`src/mffs_grid.sv`:
```
// Cell store: wall bits and distance of every cell, one port pair each.
// Depends on nothing beyond its parameters.
module mffs_grid #(
  parameter int CELLW = 8
) (
  input  logic             clk,
  input  logic [CELLW-1:0] wall_ra,
  input  logic             wall_we,
  input  logic [CELLW-1:0] wall_wa,
  input  logic [3:0]       wall_wd,
  output logic [3:0]       wall_q,
  input  logic [CELLW-1:0] dist_ra,
  input  logic             dist_we,
  input  logic [CELLW-1:0] dist_wa,
  input  logic [7:0]       dist_wd,
  output logic [7:0]       dist_q
);

  logic [3:0] wall_mem [2**CELLW];
  logic [7:0] dist_mem [2**CELLW];

  always_ff @(posedge clk) begin
    if (wall_we) begin
      wall_mem[wall_wa] <= wall_wd;
    end
    wall_q <= wall_mem[wall_ra];
  end

  always_ff @(posedge clk) begin
    if (dist_we) begin
      dist_mem[dist_wa] <= dist_wd;
    end
    dist_q <= dist_mem[dist_ra];
  end

endmodule

```
`config.mk`:
```
export PLATFORM = sky130hd
export DESIGN_NAME = mffs_grid
export DESIGN_NICKNAME = d
export VERILOG_FILES = /design/src/mffs_grid.sv
export SDC_FILE = /design/constraint.sdc
export NUM_CORES = 2
export LEC_CHECK = 0
export BUFFER_PORTS_ARGS = -buffer_cell sky130_fd_sc_hd__buf_2
export CORE_UTILIZATION = 63
export DETAILED_ROUTE_END_ITERATION = 16
export PLACE_DENSITY = 0.81
export SYNTH_ARGS = -nofsm -noshare
export SYNTH_HDL_FRONTEND = slang
export SYNTH_SLANG_ARGS = --single-unit
export TNS_END_PERCENT = 10
```
`constraint.sdc`:
```
create_clock -name clk -period 3.9 [get_ports clk]
set_clock_uncertainty 0.15 [all_clocks]
set_input_delay 0.78 -clock clk [delete_from_list [all_inputs] [get_ports clk]]
set_output_delay 0.78 -clock clk [all_outputs]
set_load 0.01 [all_outputs]
```
* Yosys cells after proc, flatten, opt, wreduce, memory -nomap -nowiden
Memory sizes are Yosys's and may differ from the RTL's. A register that Yosys moved wholly into a read port is not among the register bits. Cells that the tools add are included. W data, S select, Z words.
Storage, ports and cells: flip-flop bits (word level) 0, bits in latches 0, bits in writable memories 3072, memory bits (read-only) 0, input bits 47, logic and storage cells 6, memories kept 2
Memory list:
- dist_mem | words 256, bits a word 8, read ports 1, clocked after memory_dff 1, wr ports 1, RTL line 20 | logic [7:0] dist_mem [2**CELLW];
- wall_mem | words 256, bits a word 4, read ports 1, clocked after memory_dff 1, wr ports 1, RTL line 19 | logic [3:0] wall_mem [2**CELLW];
Operators by class: add/subtract/negate cells 0, $mul 0, divide/modulo/power cells 0, order comparisons 0, eq/ne operators 0, shift operators 0, muxes and demuxes 4, bitwise logic cells 0, reduce and logical (&&, ||, !) cells 0
Operators with widths (count):
- $mux W1 | 4

* Longest topological paths before layout
depth after elaboration 2, gate-level depth with buffers 10, mapped depth without buffers 6

* Worst setup path after synthesis
Ideal clock, no wire load.
path kind input-to-reg, from in wall_ra[0], to reg wall_q[2] (read register of wall_mem), library setup time 0.120 ns, arrival time 2.739 ns, path slack 0.892 ns, stages 9, path buffers 3, path through buf_2 buf_2 buf_2 mux4_2 a31oi_1 nand2_1 a21oi_1 nand4b_1 a211o_1
RTL lines:
- start, declared | RTL line 7 | input logic [CELLW-1:0] wall_ra,
- end, declared | RTL line 11 | output logic [3:0] wall_q,

==> results by group <==
Die
  – Die width: ~440 µm
  – Die H: ~440 µm
  – Die ar.: between 150,000 and 200,000 µm²
  – I/O pin count: between 50 and 60
  – Initial Utilization: ~64%
  – Cell Rows: roughly 160
  – Core Area: about 190,000 µm²

Power and ir drop
  – IR Drop Worst-Case VDD: 0.0006085 V
  – Static Leakage: 42.53 nW
  – Clock share of power: between 40% and 50%
  – NetSw: ~14 mW
  – Switch share: 21.11%
  – Combinational share of power: under 10%
  – PnR Total Power: about 70 mW
  – Pwr per Cell Area: 506.8 nW/µm²
  – Internal power: between 50 and 60 mW
  – Sequential share of power: between 50% and 60%

Timing
  – Max-slew headroom: -3.384%
  – Max-slew violations: 2
  – Unrepaired setup endpoints after global routing: no
  – Min cycle time layout: roughly 3700 ps
  – Final critical-path share of the clock period: roughly 94%
  – Setup Viol. Count Final: 0
  – Slew at the pin with the worst max-slew slack: around 1500 ps
  – Timing-limited maximum frequency: around 0.27 GHz
  – WHS: approximately 150 ps
  – Final Hold Fails: 0

Synth
  – Post-synth top area share: between 70% and 80%
  – Distinct cells, synth: 57
  – Syn Inst Count: approximately 5,600
  – Sequential share of the synthesized area: 77.44%
  – Yosys top cell by area: edfxtp_1
  – Asr flop ratio synth: 0%
  – Yosys warns: 0
  – Ranking of synthesized cells by area: edfxtp_1 77%, mux4_2 14%, nor2_1 1.7%, a22oi_1 1.2%, mux2i_1 0.67%
  – Synth Register Bits: 3,084
  – Mapped Nets: roughly 5,700
  – Most used flip-flop cell after synthesis: edfxtp_1
  – EDFF count, synth: ~3,000
  – Syn_area_per_cell: 21.30 µm²
  – Cell area after synthesis: 119,400 µm²

CTS
  – Clock Tree Root: clkbuf_16
  – Clock Tree Buf Depth: 4
  – CTS tree: yes
  – Buffer count from post-CTS setup fixing: 0
  – Post-CTS sizing: 0
  – H-tree levels: 5
  – Clk_lat worst skew: approximately 970 ps
  – Hold Buf Count CTS: 0
  – Clock Sinks: just over 3,000
  – Clock-pin slew on the worst setup and hold paths: around 60 ps
  – TritonCTS Buffers: 310

Global route
  – Vias in the first global route: 64,622
  – First-pass GRT wire length: around 450,000 µm
  – Pin count of the biggest net entering global routing: 142
  – Initial antenna violation count: 14
  – GRT overflow: 0
  – Total Routing Usage GR: approximately 33%

Setup path
  – Critical Path Start Type: input pin
  – Req. time, crit path: 4610 ps
  – CP delay by family, top: compound AO/OA/AOI/OAI gates
  – Flop2flop setup slack: 650 ps
  – Crit path max fanout: 40
  – Levels on crit path: 9
  – Crit path capture type: flip-flop
  – CP peak stage delay: between 1000 and 1500 ps
  – Worst path bufs/invs: 4
  – CP most frequent cell: buf_12
  – CP max stage cell: o311ai_0
  – Worst path arrival time: about 4400 ps
  – Crit-path cells: buf_8 > buf_12 > buf_12 > buf_12 > mux2i_1 > o311ai_0 > a211oi_1 > a211o_1 > nor4_1
  – Register-to-Register Path Depth: 6
  – Crit Path Category: input pin to flip-flop

Finish
  – Post-layout util: between 70 and 80%
  – Area delta synth->final: 13.22%
  – Share of layout cells above drive strength 1: 27.69%
  – Area of the multi-input gates: 25,200 µm²
  – Final Cell Area: 135,200 µm²
  – Filler instances: between 9,000 and 10,000
  – Fin nets: 6,191
  – Seq. cell area: slightly above 90,000 µm²

Placement
  – PortBufs: 58
  – GP Congestion: 0.8826
  – Placed cell area: between 100,000 and 150,000 µm²
  – Post-DP HPWL: roughly 180,000 µm

Route
  – Pre-Repair DR Iteration Count: 14
  – Detailed Route WL: between 300,000 and 400,000 µm
  – Avg WL per Cell: around 35 µm
  – DRC Markers: 8
  – Via density: about 7.1
  – Vias post-DR: about 63,000
  – Post-route ant nets: 0
  – Detailed router's first-iteration violation count: 9,967

Hold path
  – Worst Hold Class: input pin to flip-flop
  – Hold Crit Depth: 1

Status
  – Status: finished, violations left
  – Failing checks: design-rule violations, max-capacitance violations, max-slew violations

Flow run
  – # Max-Cap Violations: 1
[Yosys cell counts (5+ instances only)]
cell type / n
nand3_1: 44
or3_1: 5
o211ai_1: 16
a221o_1: 5
a21oi_1: 84
mux4_2: 767
buf_2: 77
nor3_1: 17
and3_1: 5
and2_1: 7
buf_6: 22
a211o_1: 5
nor2_1: 546
o221ai_1: 18
nand2_1: 120
a211oi_1: 15
a21boi_0: 7
a22oi_1: 190
clkbuf_1: 156
buf_1: 32
mux2i_1: 80
mux2_2: 11
nand3b_1: 9
buf_4: 39
nor2b_1: 36
edfxtp_1: 3072
nand2b_1: 13
a221oi_1: 8
a22o_1: 15
buf_8: 6
nor4_1: 24
o22ai_1: 47
o2111ai_1: 7
nand4_1: 19
o21ai_0: 20
or4_1: 5
dfxtp_1: 12
[registers in the layout, indices dropped and copies added (netlist names)]
signal,flops
dist_mem,2048
wall_q,4
wall_mem,1024
dist_q,8
[cells by family after synthesis]
kind of cell / synth area share [%]
AO/OA/AOI/OAI: 2.660
buffers and inverters: 1.501
flip-flops: 77.44
multiplexers: 15.24
AND/OR/NAND/NOR: 3.161
[worst reg2reg max path: cells and delay by family, from the launching register on]
family	cells	cell delay, ps
and+or+nand+nor	2	1200
muxes	2	810
DFF	1	400
buffers and inverters	1	270
AOI/OAI and AO/OA	1	270
[power groups by stage]
stage	sequential, mW	combinational, mW	clock (mW)
floorplan	37.3	1.72	0
global placement	37.3	3.17	0
detailed placement	37.3	3.27	0
CTS	36.6	3.36	28.6
global route	36.6	3.51	29.8
finish	36.6	3.42	28.5
[cell type report]
class / count / share of cell area, %
flip-flops and latches: 3084 / 68.40
multi-input cells: 2185 / 18.64
clock buffers: 372 / 6.041
repair buffers: 560 / 3.648
well taps: 2495 / 2.309
clock inverters: 146 / 0.9410
diodes: 9 / 0.01666
inverters: 3 / 0.008328
[cell usage in the layout, fill, tap and decap left out, drive strengths merged, types with 18 or more instances in the layout]
cell / netlist / final
nor2b: 36 / 36
a21oi: 84 / 84
o22ai: 47 / 47
nand3: 44 / 44
bufinv: 0 / 22
buf: 179 / 552
mux2i: 80 / 80
clkinv: 0 / 112
edfxtp: 3072 / 3072
nor2: 546 / 546
o21ai: 20 / 20
a22oi: 190 / 190
nor4: 24 / 24
nand4: 19 / 19
mux4: 767 / 767
o221ai: 18 / 18
nand2: 120 / 120
clkbuf: 156 / 380
[metal layers]
metal	vias up	routed length, µm	global-route usage [%]	part of all wire, %
li1	24455	-	-	-
met1	32140	99120	41.47	32
met5	-	137	0	0.044
met4	20	22190	19.54	7.1
met2	5394	154300	53.63	49
met3	1262	37550	7.043	12
[final timing paths]
check / startpoint / endpoint
min: wall_wd[1] / wall_mem[195][1]
min reg2reg: wall_mem[191][3] / wall_q[3]
max: dist_ra[1] / dist_q[7]
max reg2reg: dist_mem[211][7] / dist_q[7]
[through the flow]
stage | setup slack [ps] | cells | TNS [ps]
after global routing | 356.4 | 8847 | 0
after floorplan | 891.5 | 5607 | 0
after CTS | 666.2 | 8845 | 0
after global placement | -253.0 | 8327 | -419.2
final | 234.2 | 8854 | 0
after detailed placement | -287.6 | 8327 | -471.4
No activity file was read; power rests on OpenSTA's default activity.
