### src/mffs_pkg.sv
// Shared types and constants for the maze flood-fill solver.
// Used by the controller, queue, top level and checker; depends on nothing.
package mffs_pkg;

  typedef struct packed {
    logic       operation;
    logic [3:0] cell_row;
    logic [3:0] cell_column;
    logic [1:0] heading;
    logic       wall_right;
    logic       wall_left;
    logic       wall_front;
  } in_item_t;

  typedef struct packed {
    logic [1:0] next_direction;
    logic [7:0] cell_distance;
    logic       queue_overflow;
  } out_item_t;

  typedef struct packed {
    logic clear;
    logic push;
    logic pop;
  } queue_cmd_t;

  typedef enum logic [3:0] {
    ST_CLEAR, ST_IDLE, ST_WSELF, ST_WNB, ST_WNBW, ST_FSTART, ST_POP,
    ST_PCELL, ST_CWALL, ST_NRD, ST_NCMP, ST_AFTER, ST_OWN, ST_PUSH
  } state_t;

  localparam logic       OP_INIT  = 1'b0;
  localparam logic       OP_VISIT = 1'b1;

  localparam logic [1:0] DIR_N = 2'd0;
  localparam logic [1:0] DIR_E = 2'd1;
  localparam logic [1:0] DIR_S = 2'd2;
  localparam logic [1:0] DIR_W = 2'd3;

  localparam logic [1:0] CFG_ROWS     = 2'd0;
  localparam logic [1:0] CFG_COLUMNS  = 2'd1;
  localparam logic [1:0] CFG_GOAL_ROW = 2'd2;
  localparam logic [1:0] CFG_GOAL_COL = 2'd3;

  localparam logic [4:0] ROWS_RESET     = 5'd16;
  localparam logic [4:0] COLUMNS_RESET  = 5'd16;
  localparam logic [3:0] GOAL_ROW_RESET = 4'd7;
  localparam logic [3:0] GOAL_COL_RESET = 4'd7;

  localparam logic [7:0] DIST_NONE = 8'd255;
  localparam logic [7:0] DIST_MAX  = 8'd254;

  // Neighbor order for the lowest-distance pick: N, W, E, S.
  function automatic logic [1:0] scan_dir(input logic [1:0] k);
    logic [1:0] d;
    case (k)
      2'd0: d = DIR_N;
      2'd1: d = DIR_W;
      2'd2: d = DIR_E;
      default: d = DIR_S;
    endcase
    return d;
  endfunction

  // Neighbor order for queueing after a raise: N, S, E, W.
  function automatic logic [1:0] push_dir(input logic [1:0] k);
    logic [1:0] d;
    case (k)
      2'd0: d = DIR_N;
      2'd1: d = DIR_S;
      2'd2: d = DIR_E;
      default: d = DIR_W;
    endcase
    return d;
  endfunction

endpackage

### src/mffs_ctrl.sv
// Sequencer of the solver: grid rebuild sweep, wall marking, flood-fill loop
// and the shared neighbor/compare unit. Depends on mffs_pkg.
module mffs_ctrl #(
  parameter int MAX_ROWS    = 16,
  parameter int MAX_COLUMNS = 16
) (
  input  logic                  clk,
  input  logic                  rst_n,
  input  logic                  start,
  input  mffs_pkg::in_item_t    in_item,
  output logic                  busy,
  output logic                  out_valid,
  output mffs_pkg::out_item_t   out_item,
  input  logic [$clog2(MAX_ROWS):0]    rows_eff,
  input  logic [$clog2(MAX_COLUMNS):0] cols_eff,
  input  logic [3:0]            goal_row,
  input  logic [3:0]            goal_col,
  output logic [$clog2(MAX_ROWS)+$clog2(MAX_COLUMNS)-1:0] wall_ra,
  output logic                  wall_we,
  output logic [$clog2(MAX_ROWS)+$clog2(MAX_COLUMNS)-1:0] wall_wa,
  output logic [3:0]            wall_wd,
  input  logic [3:0]            wall_q,
  output logic [$clog2(MAX_ROWS)+$clog2(MAX_COLUMNS)-1:0] dist_ra,
  output logic                  dist_we,
  output logic [$clog2(MAX_ROWS)+$clog2(MAX_COLUMNS)-1:0] dist_wa,
  output logic [7:0]            dist_wd,
  input  logic [7:0]            dist_q,
  output mffs_pkg::queue_cmd_t  q_cmd,
  output logic [$clog2(MAX_ROWS)+$clog2(MAX_COLUMNS)-1:0] q_wdata,
  input  logic [$clog2(MAX_ROWS)+$clog2(MAX_COLUMNS)-1:0] q_rdata,
  input  logic                  q_empty,
  input  logic                  q_overflow
);

  localparam int RW    = $clog2(MAX_ROWS);
  localparam int CW    = $clog2(MAX_COLUMNS);
  localparam int CELLW = RW + CW;

  mffs_pkg::state_t state_r, state_nxt;
  logic [RW-1:0]    row_r, row_nxt, vrow_r, vrow_nxt;
  logic [CW-1:0]    col_r, col_nxt, vcol_r, vcol_nxt;
  logic [1:0]       head_r, head_nxt;
  logic [2:0]       sens_r, sens_nxt;
  logic [1:0]       k_r, k_nxt;
  logic [3:0]       cwall_r, cwall_nxt;
  logic [7:0]       best_r, best_nxt;
  logic [1:0]       dir_r, dir_nxt;
  logic [7:0]       nv_r, nv_nxt;
  logic             final_r, final_nxt;
  logic             rep_r, rep_nxt;
  logic [CELLW-1:0] addr_r, addr_nxt;
  logic             ov_r, ov_nxt;
  mffs_pkg::out_item_t oi_r, oi_nxt;

  // Shared neighbor unit: one direction per cycle from the current cell.
  logic [1:0]       nb_dir;
  logic             nb_ok;
  logic [RW-1:0]    nb_row;
  logic [CW-1:0]    nb_col;
  logic [CELLW-1:0] nb_addr, cur_addr;
  logic [1:0]       sdir;

  // Rebuild sweep cell values.
  logic [RW-1:0]    sw_row;
  logic [CW-1:0]    sw_col;
  logic [7:0]       dr, dc, dsum;
  logic             sw_in;
  logic [3:0]       sw_wall;

  assign cur_addr = {row_r, col_r};
  assign nb_addr  = {nb_row, nb_col};
  assign busy     = (state_r != mffs_pkg::ST_IDLE);
  assign out_valid = ov_r;
  assign out_item  = oi_r;

  always_comb begin
    case (k_r)
      2'd0: sdir = head_r + 2'd1;
      2'd1: sdir = head_r + 2'd3;
      default: sdir = head_r;
    endcase
  end

  always_comb begin
    case (state_r)
      mffs_pkg::ST_NRD, mffs_pkg::ST_NCMP: nb_dir = mffs_pkg::scan_dir(k_r);
      mffs_pkg::ST_PUSH: nb_dir = mffs_pkg::push_dir(k_r);
      default: nb_dir = sdir;
    endcase
  end

  always_comb begin
    nb_row = row_r;
    nb_col = col_r;
    case (nb_dir)
      mffs_pkg::DIR_N: begin
        nb_ok  = ({1'b0, row_r} + 1'b1) < rows_eff;
        nb_row = row_r + 1'b1;
      end
      mffs_pkg::DIR_E: begin
        nb_ok  = ({1'b0, col_r} + 1'b1) < cols_eff;
        nb_col = col_r + 1'b1;
      end
      mffs_pkg::DIR_S: begin
        nb_ok  = (row_r != '0);
        nb_row = row_r - 1'b1;
      end
      default: begin
        nb_ok  = (col_r != '0);
        nb_col = col_r - 1'b1;
      end
    endcase
  end

  always_comb begin
    sw_row = addr_r[CELLW-1:CW];
    sw_col = addr_r[CW-1:0];
    sw_in  = ({1'b0, sw_row} < rows_eff) && ({1'b0, sw_col} < cols_eff);
    dr = (8'(sw_row) > 8'(goal_row)) ? 8'(sw_row) - 8'(goal_row)
                                     : 8'(goal_row) - 8'(sw_row);
    dc = (8'(sw_col) > 8'(goal_col)) ? 8'(sw_col) - 8'(goal_col)
                                     : 8'(goal_col) - 8'(sw_col);
    dsum = dr + dc;
    sw_wall = 4'b0000;
    if (sw_row == '0) begin
      sw_wall[mffs_pkg::DIR_S] = 1'b1;
      // The start cell also gets an east wall.
      if (sw_col == '0) sw_wall[mffs_pkg::DIR_E] = 1'b1;
    end
    if ({1'b0, sw_row} == rows_eff - 1'b1) sw_wall[mffs_pkg::DIR_N] = 1'b1;
    if (sw_col == '0) sw_wall[mffs_pkg::DIR_W] = 1'b1;
    if ({1'b0, sw_col} == cols_eff - 1'b1) sw_wall[mffs_pkg::DIR_E] = 1'b1;
  end

  always_comb begin
    state_nxt = state_r;
    row_nxt = row_r;  col_nxt = col_r;
    vrow_nxt = vrow_r;  vcol_nxt = vcol_r;
    head_nxt = head_r;  sens_nxt = sens_r;
    k_nxt = k_r;  cwall_nxt = cwall_r;
    best_nxt = best_r;  dir_nxt = dir_r;  nv_nxt = nv_r;
    final_nxt = final_r;  rep_nxt = rep_r;  addr_nxt = addr_r;
    ov_nxt = 1'b0;  oi_nxt = oi_r;
    wall_ra = cur_addr;  wall_we = 1'b0;  wall_wa = cur_addr;  wall_wd = cwall_r;
    dist_ra = cur_addr;  dist_we = 1'b0;  dist_wa = cur_addr;  dist_wd = nv_r;
    q_cmd = '0;  q_wdata = cur_addr;

    case (state_r)
      mffs_pkg::ST_CLEAR: begin
        wall_we = 1'b1;  wall_wa = addr_r;  wall_wd = sw_in ? sw_wall : 4'b0000;
        dist_we = 1'b1;  dist_wa = addr_r;
        dist_wd = !sw_in ? mffs_pkg::DIST_NONE
                : (dsum > mffs_pkg::DIST_MAX) ? mffs_pkg::DIST_MAX : dsum;
        addr_nxt = addr_r + 1'b1;
        if (addr_r == '1) begin
          state_nxt = mffs_pkg::ST_IDLE;
          q_cmd.clear = 1'b1;
          if (rep_r) begin
            ov_nxt = 1'b1;
            oi_nxt = '{mffs_pkg::DIR_N, mffs_pkg::DIST_NONE, 1'b0};
          end
        end
      end
      mffs_pkg::ST_IDLE: begin
        wall_ra = {RW'(in_item.cell_row), CW'(in_item.cell_column)};
        if (start) begin
          if (in_item.operation == mffs_pkg::OP_INIT) begin
            addr_nxt = '0;
            rep_nxt = 1'b1;
            state_nxt = mffs_pkg::ST_CLEAR;
          end else if (8'(in_item.cell_row) >= 8'(rows_eff) ||
                       8'(in_item.cell_column) >= 8'(cols_eff)) begin
            ov_nxt = 1'b1;
            oi_nxt = '{mffs_pkg::DIR_N, mffs_pkg::DIST_NONE, 1'b0};
          end else begin
            row_nxt  = RW'(in_item.cell_row);
            col_nxt  = CW'(in_item.cell_column);
            vrow_nxt = RW'(in_item.cell_row);
            vcol_nxt = CW'(in_item.cell_column);
            head_nxt = in_item.heading;
            sens_nxt = {in_item.wall_front, in_item.wall_left, in_item.wall_right};
            final_nxt = 1'b0;
            q_cmd.clear = 1'b1;
            state_nxt = mffs_pkg::ST_WSELF;
          end
        end
      end
      mffs_pkg::ST_WSELF: begin
        // Open the wall behind, then set the sensed ones on this cell.
        wall_we = 1'b1;
        wall_wd = (wall_q & ~(4'b0001 << (head_r + 2'd2)))
                | (sens_r[0] ? (4'b0001 << (head_r + 2'd1)) : 4'b0000)
                | (sens_r[1] ? (4'b0001 << (head_r + 2'd3)) : 4'b0000)
                | (sens_r[2] ? (4'b0001 << head_r) : 4'b0000);
        k_nxt = 2'd0;
        state_nxt = mffs_pkg::ST_WNB;
      end
      mffs_pkg::ST_WNB: begin
        wall_ra = nb_addr;
        if (sens_r[k_r] && nb_ok) begin
          state_nxt = mffs_pkg::ST_WNBW;
        end else if (k_r == 2'd2) begin
          state_nxt = mffs_pkg::ST_FSTART;
        end else begin
          k_nxt = k_r + 1'b1;
        end
      end
      mffs_pkg::ST_WNBW: begin
        wall_we = 1'b1;
        wall_wa = nb_addr;
        wall_wd = wall_q | (4'b0001 << (nb_dir + 2'd2));
        if (k_r == 2'd2) begin
          state_nxt = mffs_pkg::ST_FSTART;
        end else begin
          k_nxt = k_r + 1'b1;
          state_nxt = mffs_pkg::ST_WNB;
        end
      end
      mffs_pkg::ST_FSTART: begin
        q_cmd.push = 1'b1;
        state_nxt = mffs_pkg::ST_POP;
      end
      mffs_pkg::ST_POP: begin
        if (q_empty) begin
          row_nxt = vrow_r;
          col_nxt = vcol_r;
          wall_ra = {vrow_r, vcol_r};
          final_nxt = 1'b1;
          state_nxt = mffs_pkg::ST_CWALL;
        end else begin
          q_cmd.pop = 1'b1;
          state_nxt = mffs_pkg::ST_PCELL;
        end
      end
      mffs_pkg::ST_PCELL: begin
        row_nxt = q_rdata[CELLW-1:CW];
        col_nxt = q_rdata[CW-1:0];
        wall_ra = q_rdata;
        // The goal cell keeps its distance.
        if (8'(q_rdata[CELLW-1:CW]) == 8'(goal_row) &&
            8'(q_rdata[CW-1:0]) == 8'(goal_col)) begin
          state_nxt = mffs_pkg::ST_POP;
        end else begin
          state_nxt = mffs_pkg::ST_CWALL;
        end
      end
      mffs_pkg::ST_CWALL: begin
        cwall_nxt = wall_q;
        k_nxt = 2'd0;
        best_nxt = mffs_pkg::DIST_NONE;
        dir_nxt = mffs_pkg::DIR_N;
        state_nxt = mffs_pkg::ST_NRD;
      end
      mffs_pkg::ST_NRD: begin
        dist_ra = nb_addr;
        if (!cwall_r[nb_dir] && nb_ok) begin
          state_nxt = mffs_pkg::ST_NCMP;
        end else if (k_r == 2'd3) begin
          state_nxt = mffs_pkg::ST_AFTER;
        end else begin
          k_nxt = k_r + 1'b1;
        end
      end
      mffs_pkg::ST_NCMP: begin
        if (dist_q < best_r) begin
          best_nxt = dist_q;
          dir_nxt = nb_dir;
        end
        if (k_r == 2'd3) begin
          state_nxt = mffs_pkg::ST_AFTER;
        end else begin
          k_nxt = k_r + 1'b1;
          state_nxt = mffs_pkg::ST_NRD;
        end
      end
      mffs_pkg::ST_AFTER: begin
        nv_nxt = (best_r >= mffs_pkg::DIST_MAX) ? mffs_pkg::DIST_MAX : best_r + 1'b1;
        state_nxt = mffs_pkg::ST_OWN;
      end
      mffs_pkg::ST_OWN: begin
        if (final_r) begin
          ov_nxt = 1'b1;
          oi_nxt = '{dir_r, dist_q, q_overflow};
          state_nxt = mffs_pkg::ST_IDLE;
        end else if (nv_r > dist_q) begin
          dist_we = 1'b1;
          k_nxt = 2'd0;
          state_nxt = mffs_pkg::ST_PUSH;
        end else begin
          state_nxt = mffs_pkg::ST_POP;
        end
      end
      mffs_pkg::ST_PUSH: begin
        q_wdata = nb_addr;
        q_cmd.push = !cwall_r[nb_dir] && nb_ok;
        if (k_r == 2'd3) begin
          state_nxt = mffs_pkg::ST_POP;
        end else begin
          k_nxt = k_r + 1'b1;
        end
      end
      default: begin
        state_nxt = mffs_pkg::ST_IDLE;
      end
    endcase
  end

  always_ff @(posedge clk) begin
    if (!rst_n) begin
      state_r <= mffs_pkg::ST_CLEAR;
      addr_r  <= '0;
      rep_r   <= 1'b0;
      ov_r    <= 1'b0;
      k_r     <= '0;
      final_r <= 1'b0;
    end else begin
      state_r <= state_nxt;
      addr_r  <= addr_nxt;
      rep_r   <= rep_nxt;
      ov_r    <= ov_nxt;
      k_r     <= k_nxt;
      final_r <= final_nxt;
    end
  end

  always_ff @(posedge clk) begin
    row_r   <= row_nxt;
    col_r   <= col_nxt;
    vrow_r  <= vrow_nxt;
    vcol_r  <= vcol_nxt;
    head_r  <= head_nxt;
    sens_r  <= sens_nxt;
    cwall_r <= cwall_nxt;
    best_r  <= best_nxt;
    dir_r   <= dir_nxt;
    nv_r    <= nv_nxt;
    oi_r    <= oi_nxt;
  end

endmodule

### config.mk
export PLATFORM = sky130hd
export DESIGN_NAME = mffs_ctrl
export DESIGN_NICKNAME = d
export VERILOG_FILES = /design/src/mffs_pkg.sv /design/src/mffs_ctrl.sv
export SDC_FILE = /design/constraint.sdc
export NUM_CORES = 1
export LEC_CHECK = 0
export ABC_AREA = 1
export BUFFER_PORTS_ARGS = -buffer_cell sky130_fd_sc_hd__buf_2
export CAP_MARGIN = 20
export CORE_MARGIN = 2
export CORE_UTILIZATION = 35
export DETAILED_ROUTE_END_ITERATION = 7
export PLACE_DENSITY = 0.51
export RECOVER_POWER = 100
export SYNTH_ARGS = -nofsm -noshare
export SYNTH_HDL_FRONTEND = slang
export SYNTH_SLANG_ARGS = --single-unit
### constraint.sdc
create_clock -name clk -period 7.2 [get_ports clk]
set_input_delay 0.36 -clock clk [delete_from_list [all_inputs] [get_ports clk]]
set_output_delay 0.36 -clock clk [all_outputs]
set_load 0.1 [all_outputs]
== After elaboration in Yosys (flattened, before gate mapping) ==
Index checks and enable logic that the tools add are counted.

* Bits in registers: 71
* Word-level logic and storage cells: 243

* Add/subtract/negate cells: 20
* $lt $le $gt $ge: 14
* Equal/unequal tests: 42
* Shifts and indexed selects: 5
* Mux-type cells: 102
* Bitwise operators: 8
* Reduce and logical (&&, ||, !) cells: 33

{| class="wikitable"
|+ Operator list
! operator !! number
|-
| 4-bit two-way mux || 25
|-
| 8-bit two-way mux || 12
|-
| 11-bit two-way mux || 6
|-
| 4-bit case mux with 14 select lines || 1
|-
| 8-bit case mux with 2 select lines || 3
|-
| 4-bit case mux with 3 select lines || 3
|-
| 11-bit case mux with 3 select lines || 1
|-
| 8-bit case mux with 4 select lines || 1
|-
| 2-bit != test (second input constant) || 15
|-
| 4-bit == test (second input constant) || 6
|-
| 1-bit two-way mux || 24
|-
| 1-bit by 2-bit left shift with 4-bit output (first input constant) || 5
|-
| 4-bit by 4-bit subtractor with 5-bit output || 4
|-
| 2-bit two-way mux || 9
|-
| 8-bit by 1-bit adder with 8-bit output (second input constant) || 2
|-
| 4-bit by 3-bit == test with 1-bit output (second input constant) || 4
|-
| 4-bit OR || 4
|-
| 4-bit case mux with 2 select lines || 2
|-
| 5-bit AND reduction || 3
|-
| 4-bit logical NOT || 3
|-
| 2-bit case mux with 2 select lines || 3
|-
| 2-bit case mux with 3 select lines || 2
|-
| 2-bit case mux with 6 select lines || 1
|-
| 4-bit by 1-bit adder with 5-bit output (second input constant) || 2
|-
| 46 further kinds || 83
|}

== Depth between registers and ports, before layout ==
* Depth in word-level cells: 9
* Depth in mapped cells: 19

== Least setup slack after synthesis ==
No wires, ideal clock.

* Kind: register to output
* Start point: reg head_r[0]
* End point: out dist_ra[6]
* Arrival time: 4.311 ns
* Data required time: 6.840 ns
* Path slack: 2.529 ns
* Stages on the path, launching flop included: 16
* Path buffers: 1
* Path through: edfxtp_1 -> inv_1 -> ha_1 -> inv_1 -> nand2_1 -> nand3_1 -> o21ai_0 -> nand2_1 -> nand2_2 -> buf_6 -> nor2_1 -> ha_1 -> xnor2_1 -> nand2_1 -> o21ai_0 -> o21ai_0

* Word-level cells in the longest chain between the ends: 6
* Elaborated cells between the ends (all ways): 8
* Those cells by class: add/sub (2); eq/ne (1); mux (4); reduce/logical (1)

{| class="wikitable"
|+ Ends and longest elaborated chain
! what !! line !! source
|-
| from (decl) || mffs_ctrl.sv:42 || <nowiki>logic [1:0] head_r, head_nxt;</nowiki>
|-
| from (signal assigned) || mffs_ctrl.sv:331 || <nowiki>head_r <= head_nxt;</nowiki>
|-
| 2-bit adder / 2-bit by 1-bit adder with 2-bit output (equally long branches) || mffs_ctrl.sv:79, mffs_ctrl.sv:78 ||
|-
| 2-bit case mux with 2 select lines * || mffs_ctrl.sv:77 || <nowiki>case (k_r)</nowiki>
|-
| 2-bit case mux with 2 select lines * || mffs_ctrl.sv:85 || <nowiki>case (state_r)</nowiki>
|-
| 2-bit == test / 2-bit logical NOT (equally long branches) || mffs_ctrl.sv:95 || <nowiki>case (nb_dir)</nowiki>
|-
| 4-bit case mux with 2 select lines * || mffs_ctrl.sv:95 ||
|-
| 8-bit two-way mux * || mffs_ctrl.sv:148 || <nowiki>case (state_r)</nowiki>
|-
| to (decl) || mffs_ctrl.sv:23 || <nowiki>output logic [$clog2(MAX_ROWS)+$clog2(MAX_COLUMNS)-1:0] dist_ra,</nowiki>
|}

Every way passes the cells marked *; elsewhere a longest branch is shown, timed or not.

== Final worst setup path ==
* Start point: reg state_r[3]
* End point: out wall_ra[7]

* Word-level cells in the longest chain between the ends: 6
* Elaborated cells between the ends (all ways): 13
* Those cells by class: eq/ne (8); mux (3); reduce/logical (2)

{| class="wikitable"
|+ Ends and longest elaborated chain
! what !! line !! source
|-
| from (decl) || mffs_ctrl.sv:39 || <nowiki>mffs_pkg::state_t state_r, state_nxt;</nowiki>
|-
| from (signal assigned) || mffs_ctrl.sv:310 || <nowiki>state_r <= mffs_pkg::ST_CLEAR;</nowiki>
|-
| from (signal assigned) || mffs_ctrl.sv:317 || <nowiki>state_r <= state_nxt;</nowiki>
|-
| 4-bit == test || mffs_ctrl.sv:85 ||
|-
| 2-bit OR reduction || mffs_ctrl.sv:85 ||
|-
| 2-bit case mux with 2 select lines || mffs_ctrl.sv:85 ||
|-
| 2-bit == test / 2-bit logical NOT (equally long branches) || mffs_ctrl.sv:95 ||
|-
| 4-bit case mux with 2 select lines || mffs_ctrl.sv:95 ||
|-
| 8-bit case mux with 4 select lines * || mffs_ctrl.sv:148 ||
|-
| to (decl) || mffs_ctrl.sv:18 || <nowiki>output logic [$clog2(MAX_ROWS)+$clog2(MAX_COLUMNS)-1:0] wall_ra,</nowiki>
|}

Marked as above.

==> impl_metrics.env <==
export IMPL_whs_endpoint="sens_r[1]"
export IMPL_slew_violations=0
export IMPL_hold_class="input pin to flop"
export IMPL_netlist_instances=921
export IMPL_reg2reg_slack_ps=4050
export IMPL_holdBufCountCts=0
export IMPL_row_count=51
export IMPL_tightest_slew_ps=1200
export IMPL_required_ps=6840
export IMPL_grt_max_degree=28
export IMPL_yosysTopAreaCellShare_pct=23.5
export IMPL_drt_iter0_drc=571
export IMPL_synth_edf_count=54
export IMPL_cap_viol_max_count=0
export IMPL_seq_area_sq_um=1960
export IMPL_syn_area_sq_um=6910
export IMPL_r2r_end="state_r[3]"
export IMPL_r2r_start="state_r[3]"
export IMPL_post_route_drc_count=0
export IMPL_worstPathArrival_ps=5020
export IMPL_htree_num_levels=3
export IMPL_ys_seq_elements=71
export IMPL_antenna_left=0
export IMPL_rsz0062_at_grt="no"
export IMPL_hold_violations=0
export IMPL_crit_type="flop to output port"
export IMPL_post_drt_wl_per_cell_um=17.3
export IMPL_clk_path_buf_depth=2
export IMPL_status="completed"
export IMPL_dr_total_vias=6635
export IMPL_ioPinCount=127
export IMPL_portBuffers=126
export IMPL_worstPathMaxFanout=14
export IMPL_max_freq_ghz=0.186
export IMPL_synth_flop_cell="edfxtp_1"
export IMPL_clk_root_buffer_cell="clkbuf_16"
export IMPL_finalClockSkew_ps=8.88
export IMPL_relSlewSlack_pct=20.3
export IMPL_cts_sinks=71
export IMPL_ys_warn_count=0
export IMPL_gp_congestion=0.907
export IMPL_firstDrtPassIters=5
export IMPL_cts_tree="built"
export IMPL_cts_made_buffers=9
export IMPL_setup_viol=0
export IMPL_fin_crit_ps=5380
export IMPL_ff2ff_path_depth=15
export IMPL_initial_core_util_pct=35.6
export IMPL_syn_avg_cell_area_sq_um=7.50
export IMPL_final_common_cell="nand2_1"
export IMPL_power_density_nw_per_um2=448
export IMPL_grt_pass1_vias=6376
export IMPL_cp_start_kind="flop"
export IMPL_leakagePower_nw=3.57
export IMPL_viasPerCell=5.03
export IMPL_n_antenna_cell=0
export IMPL_cts_resized=0
export IMPL_whs_path_depth=1
export IMPL_period_share_pct=74.7
export IMPL_yosysTopAreaCell="edfxtp_1"
export IMPL_async_flop_share_pct=0
export IMPL_yosysSeqAreaShare_pct=28.4
export IMPL_fillers=2148
export IMPL_critPathCaptureType="output port"
export IMPL_clk_pin_slew_ps=70
export IMPL_synth_nets=1071
export IMPL_synthTopCellsByArea="edfxtp_1 (23%), ha_1 (16%), nand2_1 (11%)"
export IMPL_post_cts_buffers=0
export IMPL_nets=1198
export IMPL_multi_input_area_sq_um=4240
export IMPL_setup_tns_ps=0
export IMPL_die_y_um=144
export IMPL_synth_cell_types=50
export IMPL_grt_antenna_before_repair=0
export IMPL_grtUsageTotal_pct=22.1
export IMPL_grt_first_pass_wirelength_um=34900
export IMPL_clk_latency_ps=350
export IMPL_gr_total_overflow=0
export IMPL_synthToLayoutAreaGrowth_pct=15.3
export IMPL_dp_hpwl_um=18700
export IMPL_drive_gt1_share_pct=8.74
export IMPL_core_sq_um=19400
export IMPL_drt_total_wl_um=22800
export IMPL_die_x_um=144
export IMPL_fin_worst_hold_slack_ps=182
export IMPL_layout_common_cells="nand2_1 (203), inv_1 (152), ha_1 (86)"
export IMPL_peakVddDrop_v=0.000478
export IMPL_die_area_sq_um=20900
export IMPL_hp_start="in_item[1]"
==> cell usage after synthesis (all sizes together), types with 5 or more instances <==
library cell and number:
nand2 207, inv 159, ha 86, o21ai 78, nor2 74, edfxtp 54, a21oi 51, nand3 48
xor2 23, dfxtp 17, xnor2 14, nand4 13, o221ai 11, o211ai 10, clkbuf 9, fa 7
nor3 7, a211oi 5, a22oi 5
==> worst max-delay path, cell delays in order, from the launching register on <==
cell      delay [ps]
dfxtp_1          410
inv_1             60
nor2_1           230
nand2_1          340
inv_1            390
nor2_4           100
nand2_2           90
nand2_1          260
nor2_1           370
ha_1             330
nand2_1           80
nor2_1            40
a211oi_1         280
a21oi_1          110
o21ai_1          110
xor2_1           350
a22oi_1          130
nand4_1          110
clkbuf_1         870
==> report_power, final <==
group / leakage, nW / switching, W / internal, W / total (W)
registers: 0.617 / 0.0000371 / 0.000469 / 0.000506
clock network: 0.147 / 0.000208 / 0.000246 / 0.000454
logic: 2.80 / 0.00219 / 0.000418 / 0.00260
==> worst max path at each step <==
stage | startpoint | to | slack, ps
after global routing | state_r[3] | wall_ra[7] | 1480
after floorplan | head_r[0] | dist_ra[6] | 2530
after detailed placement | k_r[0] | wall_ra[7] | 3000
after CTS | k_r[0] | wall_ra[7] | 2600
after global placement | goal_row[2] | dist_wd[0] | 3050
final | state_r[3] | wall_ra[7] | 1820
==> flip-flops by register name, indices dropped and copies added, names as in the netlist <==
signal and flops:
out_item 11, vrow_r 4, sens_r 3, cwall_r 4, state_r 4, final_r 1, nv_r 8, k_r 2
addr_r 8, head_r 2, rep_r 1, out_valid 1, row_r 4, vcol_r 4, dir_r 2, col_r 4
best_r 8
==> through the flow <==
step	cells	total power, W	utilization [%]	setup WS, ps	cell area, sq um
6_report	1318	0.00356	41.1	1820	7960
5_1_grt	1318	0.00376	41.1	1480	7960
4_1_cts	1318	0.00364	41.9	2600	8120
3_5_place_dp	1302	0.00318	40.3	3000	7830
3_3_place_gp	1302	0.00319	40.3	3050	7830
2_1_floorplan	921	0.00269	-	2530	6910
==> per-layer routing <==
metal	up-vias	GRT usage, %	share of wire (%)
met2	215	34.9	44
met3	36	4.21	5.5
met1	3032	30.2	47
li1	3352	-	-
met4	0	7.77	3.4
met5	-	0	0
==> area by class of cell <==
cell class                 instances  area share [%]
inverter                         160            7.54
multi-input combinational        679            53.2
clock inverter                     7           0.864
timing repair buffer             127            6.77
tap                              265            4.16
clock buffer                       9            2.83
sequential                        71            24.6
==> cells by family (layout without fill, tap and decap cells) <==
family | count (synthesis) | after routing | synth area share (%)
AO/OA/AOI/OAI | 186 | 186 | 16.1
XOR/XNOR | 37 | 37 | 4.69
adder cells (fa/ha/maj) | 93 | 93 | 17.6
buffers and inverters | 171 | 303 | 9.45
flip-flops | 71 | 71 | 28.4
multiplexers | 6 | 6 | 0.942
AND/OR/NAND/NOR | 357 | 357 | 22.8
Note: power is estimated with default switching activity, not from simulation.
